## src/hdl/vnsl_pkg.sv

```systemverilog
package vnsl_pkg;

  // Table depth used when the top level is not given another.
  localparam int unsigned MAX_SITES_DEF = 64;

  localparam int unsigned OP_W    = 2;
  localparam int unsigned COORD_W = 12;
  localparam int unsigned PIXEL_W = 11;
  localparam int unsigned LABEL_W = 8;
  localparam int unsigned CODE_W  = 9;

  // Absolute difference fits 12 bits (pixel 0..2047 against site -2048..2047).
  localparam int unsigned ABS_W  = 12;
  localparam int unsigned SQ_W   = 2 * ABS_W;
  localparam int unsigned DIST_W = SQ_W + 1;

  localparam logic [OP_W-1:0] OP_APPEND = 2'd0;
  localparam logic [OP_W-1:0] OP_CLEAR  = 2'd1;
  localparam logic [OP_W-1:0] OP_QUERY  = 2'd2;

  localparam logic [CODE_W-1:0]  EMPTY_CODE  = 9'h1FF;
  localparam logic [LABEL_W-1:0] EMPTY_LABEL = 8'hFF;

  typedef struct packed {
    logic [LABEL_W-1:0]        label;
    logic signed [COORD_W-1:0] y;
    logic signed [COORD_W-1:0] x;
  } site_t;

  typedef struct packed {
    logic [DIST_W-1:0]  sq_dist;
    logic [LABEL_W-1:0] label;
  } dist_res_t;

endpackage

```

## src/hdl/voronoi_nearest_site_labeler.sv

```systemverilog
// Nearest-site labeler for Voronoi region rendering.
// One input channel (in_valid_i / in_ready_o) carries command words: append a
// site, clear the site table, or query a pixel. One output channel
// (out_valid_o / out_ready_i) carries one result word per query and nothing
// for the other commands. Appends and clears complete in the idle state, and
// the block is ready again in the next cycle. A query walks the site table in
// insertion order, one site per cycle through a shared distance unit (read,
// absolute difference, square, sum) followed by a compare against the best
// so far. When the last site has left the distance unit, the query moves to
// its final state and loads the result word into the output register. The
// block is not ready while a query is in progress.
// Results sit in an output register: the next command word is accepted while
// a result still waits to be taken. A query that finishes while the receiver
// stalls holds in its final state until the output register frees up.
// Reset empties the site table and clears the remembered line label; table
// contents are not cleared, since entries beyond the fill count are never read.
module voronoi_nearest_site_labeler #(
  parameter int unsigned MAX_SITES = vnsl_pkg::MAX_SITES_DEF
) (
  input  logic                               clk_i,
  input  logic                               rst_ni,
  input  logic                               in_valid_i,
  output logic                               in_ready_o,
  input  logic [vnsl_pkg::OP_W-1:0]          opcode_i,
  input  logic signed [vnsl_pkg::COORD_W-1:0] site_x_i,
  input  logic signed [vnsl_pkg::COORD_W-1:0] site_y_i,
  input  logic [vnsl_pkg::LABEL_W-1:0]       site_label_i,
  input  logic [vnsl_pkg::PIXEL_W-1:0]       pixel_x_i,
  input  logic [vnsl_pkg::PIXEL_W-1:0]       pixel_y_i,
  input  logic                               line_start_i,
  output logic                               out_valid_o,
  input  logic                               out_ready_i,
  output logic [vnsl_pkg::LABEL_W-1:0]       nearest_label_o,
  output logic                               no_site_o,
  output logic                               on_border_o
);
  import vnsl_pkg::*;

  localparam int unsigned CntW = $clog2(MAX_SITES + 1);
  localparam int unsigned IdxW = (MAX_SITES > 1) ? $clog2(MAX_SITES) : 1;

  localparam logic [1:0] ST_IDLE = 2'd0;
  localparam logic [1:0] ST_SCAN = 2'd1;
  localparam logic [1:0] ST_DONE = 2'd2;

  logic [1:0]         state_q, state_d;
  logic [CntW-1:0]    cnt_q, cnt_d;
  logic [CntW-1:0]    issue_q, issue_d;
  logic               rd_vld_q;
  logic               found_q, found_d;
  logic [CODE_W-1:0]  prev_q, prev_d;
  logic               out_valid_q, out_valid_d;

  logic [PIXEL_W-1:0] px_q, py_q;
  logic               line_start_q;
  logic [DIST_W-1:0]  best_q;
  logic [LABEL_W-1:0] best_label_q;
  logic [LABEL_W-1:0] out_label_q;
  logic               out_no_site_q, out_border_q;

  site_t              site_mem_q [MAX_SITES];
  site_t              rd_site_q;
  site_t              wr_site;

  logic               in_fire, wr_en, rd_en, scan_done, load_out, take_best;
  logic               du_valid, du_busy;
  dist_res_t          du_res;
  logic [CODE_W-1:0]  code, prev_eff;

  assign in_ready_o = (state_q == ST_IDLE);
  assign in_fire    = in_valid_i & in_ready_o;
  assign wr_en      = in_fire & (opcode_i == OP_APPEND) & (cnt_q < CntW'(MAX_SITES));
  assign rd_en      = (state_q == ST_SCAN) & (issue_q < cnt_q);
  assign scan_done  = (state_q == ST_SCAN) & ~rd_en & ~rd_vld_q & ~du_busy;
  assign load_out   = (state_q == ST_DONE) & (~out_valid_q | out_ready_i);
  assign take_best  = du_valid & (~found_q | (du_res.sq_dist < best_q));

  assign wr_site.label = site_label_i;
  assign wr_site.y     = site_y_i;
  assign wr_site.x     = site_x_i;

  // The region code of an empty table is kept apart from every real label.
  assign code     = found_q ? {1'b0, best_label_q} : EMPTY_CODE;
  assign prev_eff = line_start_q ? '0 : prev_q;

  // Site table: one write port for appends, one registered read for the walk.
  always_ff @(posedge clk_i) begin
    if (wr_en) begin
      site_mem_q[cnt_q[IdxW-1:0]] <= wr_site;
    end
    if (rd_en) begin
      rd_site_q <= site_mem_q[issue_q[IdxW-1:0]];
    end
  end

  vnsl_dist_unit u_dist (
    .clk_i       (clk_i),
    .rst_ni      (rst_ni),
    .valid_i     (rd_vld_q),
    .pixel_x_i   (px_q),
    .pixel_y_i   (py_q),
    .site_i      (rd_site_q),
    .res_valid_o (du_valid),
    .res_o       (du_res),
    .busy_o      (du_busy)
  );

  always_comb begin
    state_d     = state_q;
    cnt_d       = cnt_q;
    issue_d     = issue_q;
    found_d     = found_q;
    prev_d      = prev_q;
    out_valid_d = out_valid_q & ~out_ready_i;

    unique case (state_q)
      ST_IDLE: begin
        if (in_fire) begin
          unique case (opcode_i)
            OP_APPEND: begin
              if (wr_en) begin
                cnt_d = cnt_q + 1'b1;
              end
            end
            OP_CLEAR: begin
              cnt_d = '0;
            end
            OP_QUERY: begin
              issue_d = '0;
              found_d = 1'b0;
              state_d = ST_SCAN;
            end
            default: begin
            end
          endcase
        end
      end
      ST_SCAN: begin
        if (rd_en) begin
          issue_d = issue_q + 1'b1;
        end
        if (take_best) begin
          found_d = 1'b1;
        end
        if (scan_done) begin
          state_d = ST_DONE;
        end
      end
      ST_DONE: begin
        if (load_out) begin
          out_valid_d = 1'b1;
          prev_d      = code;
          state_d     = ST_IDLE;
        end
      end
      default: begin
        state_d = ST_IDLE;
      end
    endcase
  end

  always_ff @(posedge clk_i or negedge rst_ni) begin
    if (!rst_ni) begin
      state_q     <= ST_IDLE;
      cnt_q       <= '0;
      issue_q     <= '0;
      rd_vld_q    <= 1'b0;
      found_q     <= 1'b0;
      prev_q      <= '0;
      out_valid_q <= 1'b0;
    end else begin
      state_q     <= state_d;
      cnt_q       <= cnt_d;
      issue_q     <= issue_d;
      rd_vld_q    <= rd_en;
      found_q     <= found_d;
      prev_q      <= prev_d;
      out_valid_q <= out_valid_d;
    end
  end

  // Query operands, running best and the output word.
  always_ff @(posedge clk_i) begin
    if (in_fire) begin
      px_q         <= pixel_x_i;
      py_q         <= pixel_y_i;
      line_start_q <= line_start_i;
    end
    if (take_best) begin
      best_q       <= du_res.sq_dist;
      best_label_q <= du_res.label;
    end
    if (load_out) begin
      out_label_q   <= found_q ? best_label_q : EMPTY_LABEL;
      out_no_site_q <= ~found_q;
      out_border_q  <= (code != prev_eff);
    end
  end

  assign out_valid_o     = out_valid_q;
  assign nearest_label_o = out_label_q;
  assign no_site_o       = out_no_site_q;
  assign on_border_o     = out_border_q;

  // The walk pipeline is empty whenever a new word can be taken.
  a_idle_empty: assert property (@(posedge clk_i) disable iff (!rst_ni)
    in_ready_o |-> (!rd_vld_q && !du_busy))
    else $error("distance pipeline busy while idle");

  a_cnt_bound: assert property (@(posedge clk_i) disable iff (!rst_ni)
    (cnt_q <= CntW'(MAX_SITES)) && (issue_q <= cnt_q || state_q != ST_SCAN))
    else $error("site count or walk index out of range");

  a_no_site: assert property (@(posedge clk_i) disable iff (!rst_ni)
    load_out |=> (no_site_o == ($past(cnt_q) == '0)))
    else $error("no-site flag disagrees with the table fill");

  a_cnt_stable: assert property (@(posedge clk_i) disable iff (!rst_ni)
    (state_q == ST_SCAN) |=> $stable(cnt_q))
    else $error("site count changed during a table walk");

endmodule

```

## src/hdl/vnsl_dist_unit.sv

```systemverilog
module vnsl_dist_unit (
  input  logic                           clk_i,
  input  logic                           rst_ni,
  input  logic                           valid_i,
  input  logic [vnsl_pkg::PIXEL_W-1:0]   pixel_x_i,
  input  logic [vnsl_pkg::PIXEL_W-1:0]   pixel_y_i,
  input  vnsl_pkg::site_t                site_i,
  output logic                           res_valid_o,
  output vnsl_pkg::dist_res_t            res_o,
  output logic                           busy_o
);
  import vnsl_pkg::*;

  // Three stages: absolute differences, squares, sum.
  logic signed [COORD_W:0] dx, dy;
  logic [ABS_W-1:0]        ax_q, ay_q;
  logic [LABEL_W-1:0]      lbl1_q, lbl2_q;
  logic [SQ_W-1:0]         sx_q, sy_q;
  logic                    v1_q, v2_q, v3_q;

  assign dx = $signed({2'b00, pixel_x_i}) - $signed({site_i.x[COORD_W-1], site_i.x});
  assign dy = $signed({2'b00, pixel_y_i}) - $signed({site_i.y[COORD_W-1], site_i.y});

  always_ff @(posedge clk_i or negedge rst_ni) begin
    if (!rst_ni) begin
      v1_q <= 1'b0;
      v2_q <= 1'b0;
      v3_q <= 1'b0;
    end else begin
      v1_q <= valid_i;
      v2_q <= v1_q;
      v3_q <= v2_q;
    end
  end

  always_ff @(posedge clk_i) begin
    ax_q   <= dx[COORD_W] ? ABS_W'(-dx) : ABS_W'(dx);
    ay_q   <= dy[COORD_W] ? ABS_W'(-dy) : ABS_W'(dy);
    lbl1_q <= site_i.label;
    sx_q   <= ax_q * ax_q;
    sy_q   <= ay_q * ay_q;
    lbl2_q <= lbl1_q;
    res_o.sq_dist <= DIST_W'(sx_q) + DIST_W'(sy_q);
    res_o.label   <= lbl2_q;
  end

  assign res_valid_o = v3_q;
  assign busy_o      = v1_q | v2_q | v3_q;

endmodule
```

## config.mk

```make
export PLATFORM = sky130hd
export DESIGN_NAME = voronoi_nearest_site_labeler
export DESIGN_NICKNAME = d
export VERILOG_FILES = /design/src/hdl/vnsl_pkg.sv /design/src/hdl/voronoi_nearest_site_labeler.sv /design/src/hdl/vnsl_dist_unit.sv
export SDC_FILE = /design/constraint.sdc
export NUM_CORES = 2
export LEC_CHECK = 0
export BUFFER_PORTS_ARGS = -buffer_cell sky130_fd_sc_hd__buf_2
export CORE_MARGIN = 2
export CORE_UTILIZATION = 39
export CTS_CLUSTER_SIZE = 24
export DETAILED_ROUTE_END_ITERATION = 10
export GPL_TIMING_DRIVEN = 0
export PLACE_DENSITY = 0.58
export RECOVER_POWER = 25
export SLEW_MARGIN = 20
export SYNTH_ARGS = -nofsm -noshare
export SYNTH_HDL_FRONTEND = slang
export SYNTH_SLANG_ARGS = --single-unit
```

## constraint.sdc

```tcl
create_clock -name clk_i -period 16.9 [get_ports clk_i]
set_clock_uncertainty 0.15 [all_clocks]
set_input_delay 2.535 -clock clk_i [delete_from_list [all_inputs] [get_ports clk_i]]
set_output_delay 2.535 -clock clk_i [all_outputs]
set_load 0.005 [all_outputs]
```

==> qor.yml <==
outcome:
  outcome: "finished with violations"
  violations: "capacitance limit, slew limit"
worst_setup_path:
  r2r_start: "u_dist.ay_q[7]"
  reg2reg_depth: 21
  cp_data_required_time_ps: 17480
  startpoint: "u_dist.ay_q[7]"
  cp_cell_sequence: "clkbuf_1 -> nand2_1 -> inv_1 -> fa_1 -> fa_1 -> inv_1 -> fa_1 -> inv_1 -> fa_1 -> inv_1 -> fa_1 -> inv_1 -> ha_1 -> nor3_1 -> a31oi_1 -> a41oi_1 -> a211o_1 -> nand3b_1 -> a221o_1 -> a21oi_1 -> xor2_1"
  arrival_ps: 6870
  start_kind: "register"
  cpMaxStageDelayCell: "dfxtp_1"
  critPathMaxStageDelay_ps: 530
  path_class: "reg2reg"
  crit_path_max_fanout: 10
  critPathCaptureType: "register"
drt:
  drt_iter0_markers: 5279
  remaining_drc_errors: 0
  drt_wl_total_um: 249000
  ant_nets: 0
  firstDrtPassIters: 5
  vias: 46600
  post_drt_wl_per_cell_um: 29.3
  viasPerCell: 5.49
timing:
  fin_tns_setup_ps: 0
  setup_ws_ps: 10610
  finalCritPeriodShare: 0.372
  setup_viol_count_final: 0
  period_minus_slack_ps: 6290
  slew-limit-headroom: -1.45
  drv_slew: 1865
  worst_pin_slew_ps: 3670
  fmax_mhz: 159
  rsz0062_at_grt: "false"
  hold_viol_final: 0
cells_and_area:
  fin_util: 0.450
  multi_input_area_um2: 26200
  area_growth_pct: 14.8
  fillers: 20600
  layout-drive-gt1-share: 0.242
  seq_area_um2: 67600
  layoutNonFillerInstCount: 8491
  nNetsFinal: 5495
grt:
  grt_first_pass_wirelength_um: 352000
  grt_overflow_total: 0
  antenna_found_initial: 37
  grt_pass1_vias: 47600
  grt_use_total: 0.199
  grt_max_degree: 65
cts:
  insertion_delay_ps: 900
  postCtsSetupRepairBufs: 0
  cts_tree: "built"
  holdBufCountCts: 0
  cts_buffers: 227
  htreeDepth: 4
  cts_sinks: 2296
  post_cts_resized: 0
  clkSlewWorstSetupHoldPaths_ps: 60
  ctsRootBufferMaster: "clkbuf_16"
  cts_buffer_depth: 3
min_path:
  min_from: "u_dist.lbl1_q[2]"
  holdPathStages: 0
  min_path_type: "reg2reg"
yosys:
  synth_edf_count: 2146
  yosysTopAreaCell: "edfxtp_1"
  ys_types: 74
  async_flop_share: 0.0135
  yosys_warnings: 0
  synth_top_cell_area_share: 0.676
  synthTopCellsByArea: "edfxtp_1, mux4_2, fa_1"
  synthesis.nets: 5087
  synth_ff_type: "edfxtp_1"
  syn_area_um2: 95400
  synth_seq_cells: 2296
  synth_cells: 4672
  synth.avg_cell_area_um2: 20.4
  yosysSeqAreaShare: 0.709
floorplanning:
  rows: 181
  dieArea_um2: 249000
  die_width_um: 499
  start_util: 0.392
  die-height_um: 499
  core_um2: 243000
  pin_count: 73
placement:
  hpwl_um: 167000
  place.gp.congestion: 0.849
  place_ws_ps: 10590
  placedCellCount: 8051
  portBuffers: 72
flow_run:
  maxCapViolations: 30
[final timing paths]
check | endpoint | slack [ps]
setup reg to reg | u_dist.sy_q[23] | 10610
min in group asynchronous | out_valid_o | 2320
max in group asynchronous | prev_q[4] | 12700
setup / recovery | u_dist.sy_q[23] | 10610
hold reg to reg | u_dist.lbl2_q[2] | 180
hold / removal | u_dist.lbl2_q[2] | 180
[cells by family after synthesis]
| group | Yosys count | share of synthesized area |
|---|---|---|
| AOI/OAI and AO/OA | 229 | 0.0161 |
| xor gates and xnor gates | 101 | 0.00935 |
| adders and majority gates | 354 | 0.0589 |
| buffers and inverters | 529 | 0.0219 |
| DFF | 2296 | 0.709 |
| muxes | 683 | 0.160 |
| and+or+nand+nor | 480 | 0.0251 |
[cell type report]
class / count / area share
well taps: 3202 / 0.0366
plain buffers: 193 / 0.00777
diodes: 12 / 0.000274
repair buffers: 179 / 0.0221
flip-flops and latches: 2296 / 0.617
multi-input cells: 1847 / 0.239
inverters: 336 / 0.0115
clock buffers: 303 / 0.0556
clock inverters: 123 / 0.00993
[critical path: cells and delay by family, from the launching register on]
family                   cells  cell delay, ps
flip-flops                   1             530
buffers and inverters        6             800
XOR/XNOR                     1             150
AO/OA/AOI/OAI                5            1310
adder cells (fa/ha/maj)      6            2640
AND/OR/NAND/NOR              3             640
[synth_stat cells, types with 5 or more instances]
cell,instances
a211o_1,5
a211oi_1,7
a21o_1,26
a21oi_1,73
a31oi_1,8
and2_1,86
and3_1,9
buf_1,30
buf_2,33
buf_4,7
clkbuf_1,118
dfrtp_1,31
dfxtp_1,119
edfxtp_1,2146
fa_1,159
ha_1,195
inv_1,335
mux2_2,8
mux4_2,672
nand2_1,95
nand2b_1,20
nand3_1,29
nand3b_1,6
nand4_1,11
nor2_1,141
nor2b_1,26
nor3_1,16
nor4_1,8
o21a_1,17
o21ai_0,32
o21ai_1,9
o31ai_1,5
or2_2,6
or3_1,13
xnor2_1,73
xor2_1,27
[state kept, by name, indices dropped and copies added (netlist names), 2 cells and up]
signal           cells
site_mem_q        2048
u_dist.ay_q         12
u_dist.res_o        33
u_dist.sy_q         23
prev_q               9
u_dist.ax_q         12
issue_q              7
rd_site_q           32
u_dist.lbl1_q        8
cnt_q                7
state_q              2
best_q              25
u_dist.lbl2_q        8
py_q                11
nearest_label_o      8
u_dist.sx_q         23
best_label_q         8
px_q                11
[cells in the final DEF, fill, tap and decap left out, types with 9 or more instances in the layout]
master	Yosys	routed
a21o_1	26	26
and3_1	9	9
mux4_2	672	672
and2_1	86	84
a21oi_1	73	73
inv_1	335	334
nor3_1	16	16
diode_2	0	12
nor2b_1	26	26
nand3_1	29	29
nor2_4	0	62
buf_2	33	80
or3_1	13	13
buf_1	30	17
o21ai_0	32	33
fa_1	159	159
buf_4	7	20
nand2b_1	20	20
ha_1	195	195
clkbuf_16	0	228
edfxtp_1	2146	2146
clkinv_1	1	52
clkbuf_2	1	15
clkinv_2	0	36
buf_12	0	48
clkbuf_8	0	10
o21a_1	17	17
xor2_1	27	27
nand2_1	95	95
buf_16	0	35
nand4_1	11	11
dfrtp_1	31	31
inv_6	0	9
xnor2_1	73	73
clkinv_16	0	9
clkbuf_1	118	214
nor2_1	141	79
dfxtp_1	119	119
[metrics by stage]
step / hold slack [ps] / instance area (um2)
finish: 177 / 110000
CTS: 176 / 110000
global placement: 164 / 99800
detailed placement: 162 / 102000
floorplan: 160 / 95400
global route: 180 / 109000
[per-layer routing]
metal / track usage / wire (um) / up-vias
met1: 0.268 / 100000 / 25100
met5: 0 / 146 / -
met3: 0.0463 / 20200 / 331
met2: 0.324 / 120000 / 1662
met4: 0.0607 / 7540 / 22
li1: - / - / 19500
Power is not shown: default switching activity piles up to over one toggle a cycle in this logic, so the estimate is an artifact.
